==> src/hdl/kdh_pkg.sv <==
// Shared types, constants and plane normal tables for the k-DOP hull block.
package kdh_pkg;

    localparam int PLANE_CNT  = 8;
    localparam int PLANE_W    = $clog2(PLANE_CNT);
    localparam int MAX_DIM    = 1024;
    localparam int DIM_W      = 11;
    localparam int CNT_W      = 10;

    // Configuration register indexes
    localparam logic REG_WIDTH  = 1'b0;
    localparam logic REG_HEIGHT = 1'b1;

    // Unit normals, Q1.15, at 2*pi*i/PLANE_CNT
    localparam logic signed [15:0] NRM_X [PLANE_CNT] = '{
        16'sd32767, 16'sd23170, 16'sd0, -16'sd23170,
        -16'sd32767, -16'sd23170, 16'sd0, 16'sd23170};
    localparam logic signed [15:0] NRM_Y [PLANE_CNT] = '{
        16'sd0, 16'sd23170, 16'sd32767, 16'sd23170,
        16'sd0, -16'sd23170, -16'sd32767, -16'sd23170};

    // Cross product of adjacent normals; identical and positive for every pair
    localparam logic [29:0] DET = 30'd759211390;

    localparam int DIVD_W    = 63;   // dividend bits
    localparam int DIVS_W    = 41;   // divisor bits
    localparam int DIV_STEPS = DIVD_W;
    localparam int STEP_W    = $clog2(DIV_STEPS);

    typedef struct packed {
        logic               accept;
        logic               proj;
        logic               seen_set;
        logic               clear;
        logic               mul1;
        logic               mul2;
        logic               dset;
        logic               dadd;
        logic               dstep;
        logic               fin;
        logic               axis;
        logic               rot;
        logic               out_load;
        logic               out_empty;
        logic               out_last;
        logic [PLANE_W-1:0] plane;
    } t_cmd;

    typedef struct packed {
        logic pix;
        logic last;
        logic seen;
        logic out_free;
    } t_sts;

    function automatic logic [DIM_W-1:0] clamp_dim(input logic [DIM_W-1:0] v);
        logic [DIM_W-1:0] r;
        r = v;
        if (v == '0) r = DIM_W'(1);
        else if (v > DIM_W'(MAX_DIM)) r = DIM_W'(MAX_DIM);
        return r;
    endfunction

endpackage

==> src/hdl/kdop_hull_from_mask_top.sv <==
// A set pixel goes through accept, 8 plane projections and a check; a clear one skips to the check.
// No new mask beat is taken until the last one is done; the shared
//   projection unit visits each of the 8 planes in turn, and the input is stalled meanwhile.
// Last pixel: 8 vertices, each as two axes of multiply, multiply, divider set-up, rounding
//   add, 63-step bit-serial divider and finish, plus an output beat; an empty mask gives one beat flagged empty.
// Reset (synchronous, active low) clears counters, seen flag and output valid.
module kdop_hull_from_mask_top
    import kdh_pkg::*;
(
    input  logic               i_clk,
    input  logic               i_rst_n,
    // mask input channel
    input  logic               i_valid,
    output logic               o_stall,
    input  logic               i_pixel_set,
    input  logic               i_last_pixel,
    // configuration: index 0 image_width, index 1 image_height
    input  logic               i_cfg_we,
    input  logic               i_cfg_index,
    input  logic [DIM_W-1:0]   i_cfg_wdata,
    // vertex output channel
    output logic               o_valid,
    input  logic               i_stall,
    output logic signed [15:0] o_vertex_x,
    output logic signed [15:0] o_vertex_y,
    output logic               o_hull_empty,
    output logic               o_last_vertex
);

    t_cmd cmd;
    t_sts sts;
    logic idle;

    // one mask beat at a time; the output register lets a vertex wait
    // while the next beat is taken
    assign o_stall = !idle;

    kdh_ctrl u_ctrl (
        .i_clk   (i_clk),
        .i_rst_n (i_rst_n),
        .i_valid (i_valid),
        .i_sts   (sts),
        .o_cmd   (cmd),
        .o_idle  (idle)
    );

    kdh_dp u_dp (
        .i_clk         (i_clk),
        .i_rst_n       (i_rst_n),
        .i_cmd         (cmd),
        .o_sts         (sts),
        .i_pixel_set   (i_pixel_set),
        .i_last_pixel  (i_last_pixel),
        .i_cfg_we      (i_cfg_we),
        .i_cfg_index   (i_cfg_index),
        .i_cfg_wdata   (i_cfg_wdata),
        .i_stall       (i_stall),
        .o_valid       (o_valid),
        .o_vertex_x    (o_vertex_x),
        .o_vertex_y    (o_vertex_y),
        .o_hull_empty  (o_hull_empty),
        .o_last_vertex (o_last_vertex)
    );

endmodule

==> src/hdl/kdh_ctrl.sv <==
// Sequencer: steps projection, vertex arithmetic, divider and output beats.
module kdh_ctrl
    import kdh_pkg::*;
(
    input  logic i_clk,
    input  logic i_rst_n,
    input  logic i_valid,
    input  t_sts i_sts,
    output t_cmd o_cmd,
    output logic o_idle
);

    typedef enum logic [3:0] {
        S_IDLE, S_PROJ, S_CHK, S_EMPTY, S_MUL1, S_MUL2,
        S_DSET, S_DADD, S_DIV, S_FIN, S_OUT
    } t_state;

    t_state             r_state;
    logic [PLANE_W-1:0] r_plane;
    logic               r_axis;
    logic [STEP_W-1:0]  r_cnt;

    always_comb begin
        o_cmd           = '0;
        o_cmd.plane     = r_plane;
        o_cmd.axis      = r_axis;
        o_cmd.accept    = (r_state == S_IDLE) && i_valid;
        o_cmd.proj      = (r_state == S_PROJ) && i_sts.pix;
        o_cmd.seen_set  = (r_state == S_PROJ) && i_sts.pix
                          && (r_plane == PLANE_W'(PLANE_CNT - 1));
        o_cmd.mul1      = (r_state == S_MUL1);
        o_cmd.mul2      = (r_state == S_MUL2);
        o_cmd.dset      = (r_state == S_DSET);
        o_cmd.dadd      = (r_state == S_DADD);
        o_cmd.dstep     = (r_state == S_DIV);
        o_cmd.fin       = (r_state == S_FIN);
        if (r_state == S_EMPTY && i_sts.out_free) begin
            o_cmd.out_load  = 1'b1;
            o_cmd.out_empty = 1'b1;
            o_cmd.out_last  = 1'b1;
            o_cmd.clear     = 1'b1;
        end
        if (r_state == S_OUT && i_sts.out_free) begin
            o_cmd.out_load = 1'b1;
            o_cmd.rot      = 1'b1;
            o_cmd.out_last = (r_plane == '0);
            o_cmd.clear    = (r_plane == '0);
        end
    end

    assign o_idle = (r_state == S_IDLE);

    always_ff @(posedge i_clk) begin
        if (!i_rst_n) begin
            r_state <= S_IDLE;
            r_plane <= '0;
            r_axis  <= 1'b0;
            r_cnt   <= '0;
        end else begin
            case (r_state)
                S_IDLE: begin
                    if (i_valid) begin
                        r_state <= S_PROJ;
                        r_plane <= '0;
                    end
                end
                S_PROJ: begin
                    if (!i_sts.pix || r_plane == PLANE_W'(PLANE_CNT - 1)) begin
                        r_state <= S_CHK;
                        r_plane <= '0;
                    end else begin
                        r_plane <= r_plane + 1'b1;
                    end
                end
                S_CHK: begin
                    if (!i_sts.last) begin
                        r_state <= S_IDLE;
                    end else if (!i_sts.seen) begin
                        r_state <= S_EMPTY;
                    end else begin
                        r_state <= S_MUL1;
                        r_plane <= PLANE_W'(PLANE_CNT - 1);
                        r_axis  <= 1'b0;
                    end
                end
                S_EMPTY: begin
                    if (i_sts.out_free) r_state <= S_IDLE;
                end
                S_MUL1: r_state <= S_MUL2;
                S_MUL2: r_state <= S_DSET;
                S_DSET: r_state <= S_DADD;
                S_DADD: begin
                    r_state <= S_DIV;
                    r_cnt   <= '0;
                end
                S_DIV: begin
                    if (r_cnt == STEP_W'(DIV_STEPS - 1)) begin
                        r_state <= S_FIN;
                        r_cnt   <= '0;
                    end else begin
                        r_cnt <= r_cnt + 1'b1;
                    end
                end
                S_FIN: begin
                    if (!r_axis) begin
                        r_axis  <= 1'b1;
                        r_state <= S_MUL1;
                    end else begin
                        r_state <= S_OUT;
                    end
                end
                S_OUT: begin
                    if (i_sts.out_free) begin
                        r_axis <= 1'b0;
                        if (r_plane == '0) begin
                            r_state <= S_IDLE;
                        end else begin
                            r_plane <= r_plane - 1'b1;
                            r_state <= S_MUL1;
                        end
                    end
                end
                default: r_state <= S_IDLE;
            endcase
        end
    end

endmodule

==> src/hdl/kdh_dp.sv <==
// Datapath: counters, plane maxima ring, shared multiplier, divider, output register.
module kdh_dp
    import kdh_pkg::*;
(
    input  logic                   i_clk,
    input  logic                   i_rst_n,
    input  t_cmd                   i_cmd,
    output t_sts                   o_sts,
    input  logic                   i_pixel_set,
    input  logic                   i_last_pixel,
    input  logic                   i_cfg_we,
    input  logic                   i_cfg_index,
    input  logic [DIM_W-1:0]       i_cfg_wdata,
    input  logic                   i_stall,
    output logic                   o_valid,
    output logic signed [15:0]     o_vertex_x,
    output logic signed [15:0]     o_vertex_y,
    output logic                   o_hull_empty,
    output logic                   o_last_vertex
);

    logic [DIM_W-1:0]        r_width, r_height;
    logic [CNT_W-1:0]        r_col, r_row;
    logic                    r_seen, r_pix, r_last;
    logic signed [11:0]      r_cx, r_cy;
    logic signed [31:0]      r_max [PLANE_CNT];
    logic signed [47:0]      r_p1;
    logic signed [48:0]      r_num;
    logic                    r_neg;
    logic [DIVD_W-2:0]       r_mn;
    logic [DIVS_W-1:0]       r_md;
    logic [DIVD_W-1:0]       r_quo;
    logic [DIVS_W-1:0]       r_rem;
    logic signed [15:0]      r_vx, r_vy;
    logic                    r_o_valid;

    logic [DIM_W-1:0]        w, h;
    logic [CNT_W-1:0]        col_eff, row_eff;
    logic [DIM_W-1:0]        col_nxt, row_nxt;

    assign w = clamp_dim(r_width);
    assign h = clamp_dim(r_height);
    assign col_eff = ({1'b0, r_col} >= w) ? '0 : r_col;
    assign row_eff = ({1'b0, r_row} >= h) ? '0 : r_row;
    assign col_nxt = {1'b0, col_eff} + 1'b1;
    assign row_nxt = {1'b0, row_eff} + 1'b1;

    // Projection: best corner of the texel is the low corner plus 2*n where n > 0
    logic signed [15:0] pnx, pny;
    logic signed [31:0] best;
    assign pnx  = NRM_X[i_cmd.plane];
    assign pny  = NRM_Y[i_cmd.plane];
    assign best = 32'(pnx) * 32'(r_cx) + 32'(pny) * 32'(r_cy)
                + ((pnx > 0) ? 32'(pnx) * 2 : 32'sd0)
                + ((pny > 0) ? 32'(pny) * 2 : 32'sd0);

    // Vertex: plane i sits at the top tap, plane i+1 at the bottom tap
    logic [PLANE_W-1:0]  pj;
    logic signed [31:0]  di, dj, ma;
    logic signed [15:0]  mb;
    logic signed [47:0]  mprod;
    assign pj = i_cmd.plane + 1'b1;
    assign di = r_max[PLANE_CNT-1];
    assign dj = r_max[0];
    always_comb begin
        if (i_cmd.mul1) begin
            ma = i_cmd.axis ? dj : di;
            mb = i_cmd.axis ? NRM_X[i_cmd.plane] : NRM_Y[pj];
        end else begin
            ma = i_cmd.axis ? di : dj;
            mb = i_cmd.axis ? NRM_X[pj] : NRM_Y[i_cmd.plane];
        end
    end
    assign mprod = ma * mb;

    logic [48:0]        num_abs;
    assign num_abs = r_num[48] ? 49'(-r_num) : 49'(r_num);

    logic [DIVS_W:0]    rem_sh;
    logic               qbit;
    assign rem_sh = {r_rem, r_quo[DIVD_W-1]};
    assign qbit   = (rem_sh >= {1'b0, r_md});

    // Rounding finish: snap just past +/-0.5, then saturate
    logic               big;
    logic signed [16:0] v17, vs;
    logic signed [15:0] vfin;
    assign big = |r_quo[DIVD_W-1:15];
    assign v17 = r_neg ? -$signed({2'b00, r_quo[14:0]}) : $signed({2'b00, r_quo[14:0]});
    always_comb begin
        vs = v17;
        if (v17 >= 17'sd8193 && v17 <= 17'sd8208) vs = 17'sd8192;
        if (v17 <= -17'sd8193 && v17 >= -17'sd8208) vs = -17'sd8192;
        if (big) vfin = r_neg ? -16'sd32768 : 16'sd32767;
        else     vfin = vs[15:0];
    end

    assign o_sts.pix      = r_pix;
    assign o_sts.last     = r_last;
    assign o_sts.seen     = r_seen;
    assign o_sts.out_free = !r_o_valid || !i_stall;
    assign o_valid        = r_o_valid;

    always_ff @(posedge i_clk) begin
        if (!i_rst_n) begin
            r_width   <= DIM_W'(64);
            r_height  <= DIM_W'(64);
            r_col     <= '0;
            r_row     <= '0;
            r_seen    <= 1'b0;
            r_o_valid <= 1'b0;
        end else begin
            if (i_cfg_we) begin
                case (i_cfg_index)
                    REG_WIDTH:  r_width  <= i_cfg_wdata;
                    REG_HEIGHT: r_height <= i_cfg_wdata;
                    default:    r_width  <= r_width;
                endcase
            end
            if (i_cmd.accept) begin
                if (col_nxt >= w) begin
                    r_col <= '0;
                    r_row <= (row_nxt >= h) ? '0 : row_nxt[CNT_W-1:0];
                end else begin
                    r_col <= col_nxt[CNT_W-1:0];
                    r_row <= row_eff;
                end
            end
            if (i_cmd.seen_set) r_seen <= 1'b1;
            if (i_cmd.clear) begin
                r_seen <= 1'b0;
                r_col  <= '0;
                r_row  <= '0;
            end
            if (i_cmd.out_load)  r_o_valid <= 1'b1;
            else if (!i_stall)   r_o_valid <= 1'b0;
        end
    end

    always_ff @(posedge i_clk) begin
        if (i_cmd.accept) begin
            r_pix  <= i_pixel_set;
            r_last <= i_last_pixel;
            r_cx   <= $signed({1'b0, col_eff, 1'b0}) - $signed({1'b0, w});
            r_cy   <= $signed({1'b0, row_eff, 1'b0}) - $signed({1'b0, h});
        end
        if (i_cmd.proj) begin
            for (int k = 0; k < PLANE_CNT - 1; k++) r_max[k] <= r_max[k+1];
            r_max[PLANE_CNT-1] <= (!r_seen || best > r_max[0]) ? best : r_max[0];
        end
        if (i_cmd.rot) begin
            for (int k = 1; k < PLANE_CNT; k++) r_max[k] <= r_max[k-1];
            r_max[0] <= r_max[PLANE_CNT-1];
        end
        if (i_cmd.mul1) r_p1 <= mprod;
        if (i_cmd.mul2) r_num <= 49'(r_p1) - 49'(mprod);
        if (i_cmd.dset) begin
            r_neg <= r_num[48];
            r_mn  <= {num_abs, 13'b0};
            r_md  <= DIVS_W'(DET) * DIVS_W'(i_cmd.axis ? h : w);
        end
        if (i_cmd.dadd) begin
            r_quo <= {1'b0, r_mn} + DIVD_W'(r_md[DIVS_W-1:1]);
            r_rem <= '0;
        end
        if (i_cmd.dstep) begin
            r_rem <= qbit ? DIVS_W'(rem_sh - {1'b0, r_md}) : rem_sh[DIVS_W-1:0];
            r_quo <= {r_quo[DIVD_W-2:0], qbit};
        end
        if (i_cmd.fin) begin
            if (i_cmd.axis) r_vy <= vfin;
            else            r_vx <= vfin;
        end
        if (i_cmd.out_load) begin
            o_vertex_x    <= i_cmd.out_empty ? 16'sd0 : r_vx;
            o_vertex_y    <= i_cmd.out_empty ? 16'sd0 : r_vy;
            o_hull_empty  <= i_cmd.out_empty;
            o_last_vertex <= i_cmd.out_last;
        end
    end

endmodule
==> config.mk <==
export PLATFORM = sky130hd
export DESIGN_NAME = kdop_hull_from_mask_top
export DESIGN_NICKNAME = d
export VERILOG_FILES = /design/src/hdl/kdh_pkg.sv /design/src/hdl/kdop_hull_from_mask_top.sv /design/src/hdl/kdh_ctrl.sv /design/src/hdl/kdh_dp.sv
export SDC_FILE = /design/constraint.sdc
export NUM_CORES = 2
export LEC_CHECK = 0
export BUFFER_PORTS_ARGS = -buffer_cell sky130_fd_sc_hd__buf_2
export CORE_UTILIZATION = 35
export CTS_CLUSTER_DIAMETER = 200
export DETAILED_ROUTE_END_ITERATION = 7
export GPL_TIMING_DRIVEN = 0
export PLACE_DENSITY = 0.57
export RECOVER_POWER = 50
export SYNTH_ARGS = -nofsm -noshare
export SYNTH_HDL_FRONTEND = slang
export SYNTH_SLANG_ARGS = --single-unit
==> constraint.sdc <==
create_clock -name i_clk -period 11.5 [get_ports i_clk]
set_input_delay 1.15 -clock i_clk [delete_from_list [all_inputs] [get_ports i_clk]]
set_output_delay 1.15 -clock i_clk [all_outputs]
set_load 0.02 [all_outputs]
==> reports/results.ini <==
[outcome]
status = finished, violations left
violations = max-capacitance violations, max-slew violations, negative setup slack

[critical_path]
critical_path_arrival_ns = 12.16
cpMostUsedCell = fa_1
critPathCaptureType = flop
reg2reg_slack_ns = -0.23
r2r_end = u_dp.r_max[1][102]$_DFFE_PP_
worstReg2RegStart = u_ctrl.r_plane[0]$_SDFFE_PN0P_
slowest_delay_ns = 0.55
worstSetupStartpoint = u_ctrl.r_plane[0]$_SDFFE_PN0P_
critPathLaunchType = flop
critPathMaxFanout = 7
path_class = reg2reg
cpMaxStageDelayCell = fa_1
required_ns = 11.93
rr_worst_depth = 53
crit_end = u_dp.r_max[1][102]$_DFFE_PP_

[detailed_routing]
dr.pass1.iters = 6
dr_wl_met3_microns = 8430
avgViaCountPerCell = 5.03
postRouteAntennaNets = 0
route.detailed.drc = 0
m1WireLength_microns = 84900
drt_iter0_markers = 3364
top_layer = met5
routedWlPerCell_microns = 18.7
met2_length_microns = 88700
drt_wl_total_microns = 186000
vias = 50200

[logic_synthesis]
ys_ff_latch = 697
synth-seq-area-share_pct = 28.1
synthesis.instances = 6972
synth.distinct_cells = 86
syn_area_sq_mm = 0.0724
synth_edf_count = 639
synthFlopType = edfxtp_1
avgSynthCellArea_sq_um = 10.4
yosysWarnings = 0
async_reset_ff_share_pct = 0

[floorplanning]
core-area_sq_mm = 0.205
ios = 55
die_h_microns = 457
rows = 166
die_area_sq_mm = 0.209
die_width_microns = 457
initial_core_util_pct = 35.3

[clock_tree]
htree_levels = 3
cts_root_buf = clkbuf_16
cts_tree = yes
clk_pin_slew_ns = 0.07
cts_max_path_buffers = 3
hold_buffers = 0
clk-insertion-delay-late_ns = 0.71
clkSinkCount = 697
cts_made_buffers = 84

[hold_path]
hold_depth = 2
min-delay-path-class = reg2reg

[place]
place_ws_ns = -2.96
dp_hpwl_microns = 152000
place_inst = 9744
gp_congestion = 0.925
io_buffers = 54

[sta]
rsz0062_at_grt = true
worst_pin_slew_ns = 2.65
setup_tns_ns = -5.10
report.final.slew_viol_count = 231
finalCriticalPeriod_ns = 11.73
final_hold_viol_count = 0
fin_skew_ns = 0.0539
max-slew-margin-rel_pct = -77.5
fmax_mhz = 85.2
finalSetupViolCount = 32
period_share_pct = 102
fin_ws_ns = -0.230

[finish]
syn_to_final_growth_pct = 12.2
layout_common_cells = 1238 x inv_1, 899 x fa_1, 639 x edfxtp_1
fin_cells = 9978
nNetsFinal = 8785
final_common_cell = inv_1
drive_gt1_share_pct = 10.0

[global_route]
grt_pass1_vias = 52600
grt_pass1_wl_microns = 297000
antenna_found_initial = 4
grt_max_degree = 71
track_usage_pct = 18.0
grt-ovfl-total = 0

[flow_run]
drv_cap = 7

==> kinds of logic (layout without fill, tap and decap cells) <==
logic type,after synthesis,after routing,synth area share (%)
DFF,697,697,28.1
adders and majority gates,1546,1546,36.1
AOI/OAI and AO/OA,1118,1118,9.70
muxes,260,260,3.95
other,2,25,0.0104
xor gates and xnor gates,390,390,4.72
buffers and inverters,1425,1720,7.39
and+or+nand+nor,1534,1534,9.99
==> routing by layer <==
metal / track usage, % / vias up
li1: - / 23600
met1: 24.9 / 25300
met2: 30.1 / 1098
met3: 2.18 / 219
met4: 3.89 / 4
met5: 0 / -
==> cell usage after synthesis, drive strengths merged (32+ instances only) <==
cell / number / area (sq um)
a21o: 158 / 1190
a21oi: 326 / 1630
and2: 118 / 738
and3: 35 / 219
clkbuf: 139 / 522
dfxtp: 58 / 1160
edfxtp: 639 / 19200
fa: 909 / 18200
ha: 637 / 7970
inv: 1270 / 4770
mux2: 186 / 2090
mux2i: 72 / 721
nand2: 579 / 2170
nand2b: 86 / 538
nand3: 97 / 485
nand4: 38 / 238
nor2: 334 / 1250
nor2b: 63 / 394
nor3: 58 / 295
o21a: 58 / 435
o21ai: 288 / 1450
o21bai: 38 / 285
or2: 33 / 209
or3: 32 / 205
xnor2: 256 / 2240
xor2: 134 / 1170
==> layout make-up <==
type                    count  area (sq um)
diodes                      1          2.50
plain buffers             152           802
clock buffers             109          2280
clock inverters            46           548
fillers                 19900        124000
inverters                1272          4810
multi-input cells        4872         48000
flip-flops and latches    697         20400
well taps                2688          3360
repair buffers            141          1050
==> flip-flops by register name (all words and copies together) (netlist names), 3 cells and up <==
signal and flops:
u_dp.r_col 10, u_dp.o_vertex_y 16, u_dp.r_rem 41, u_dp.r_max 256, u_dp.o_vertex_x 16, u_dp.r_row 10
u_dp.r_vx 16, u_dp.r_vy 16, u_dp.r_height 11, u_dp.r_cx 12, u_ctrl.r_cnt 6, u_dp.r_num 49
u_ctrl.r_plane 3, u_dp.r_width 11, u_dp.r_p1 48, u_dp.r_cy 12, u_dp.r_md 40, u_ctrl.r_state 4
u_dp.r_mn 49, u_dp.r_quo 63
==> per-stage QoR <==
stage | hold slack [ns] | cell area (sq um) | utilization, %
6_report | 0.476 | 81200 | 39.6
5_1_grt | 0.488 | 81200 | 39.6
4_1_cts | 0.474 | 80500 | 39.3
3_5_place_dp | 0.465 | 76300 | 37.2
3_3_place_gp | 0.460 | 76100 | 37.1
2_1_floorplan | 0.443 | 72500 | -
==> how the worst min path moves through the flow <==
stage,start,end,slack [ns]
global placement,u_dp.r_width[3]$_SDFFE_PN0P_,u_dp.r_width[3]$_SDFFE_PN0P_,0.46
floorplan,u_ctrl.r_cnt[4]$_SDFFE_PN0P_,u_ctrl.r_cnt[4]$_SDFFE_PN0P_,0.44
CTS,u_dp.r_width[1]$_SDFFE_PN0P_,u_dp.r_width[1]$_SDFFE_PN0P_,0.47
finish,u_dp.r_width[8]$_SDFFE_PN0P_,u_dp.r_width[8]$_SDFFE_PN0P_,0.48
detailed placement,u_dp.r_width[1]$_SDFFE_PN0P_,u_dp.r_width[1]$_SDFFE_PN0P_,0.46
global route,u_dp.r_width[1]$_SDFFE_PN0P_,u_dp.r_width[1]$_SDFFE_PN0P_,0.49
==> worst max-delay path: cells and delay by family, from the launching register on <==
| family | cells | cell delay (ns) |
|---|---|---|
| DFF | 1 | 0.37 |
| muxes | 1 | 0.36 |
| AOI/OAI and AO/OA | 16 | 2.99 |
| and+or+nand+nor | 9 | 1.47 |
| xor gates and xnor gates | 3 | 0.48 |
| adders and majority gates | 11 | 4.46 |
| buffers and inverters | 13 | 1.33 |
==> what timing repair did <==
item | in CTS | in global routing
gates resized for setup | 259 | 185
endpoints found under the setup margin | 61 | 44
pin swaps | 51 | 53
buffers inserted | 36 | 35
gates cloned | 5 | 3
Power is left out: the tool's default activity adds up to more than one toggle a clock period on the data nets, which glitch-free logic cannot reach.
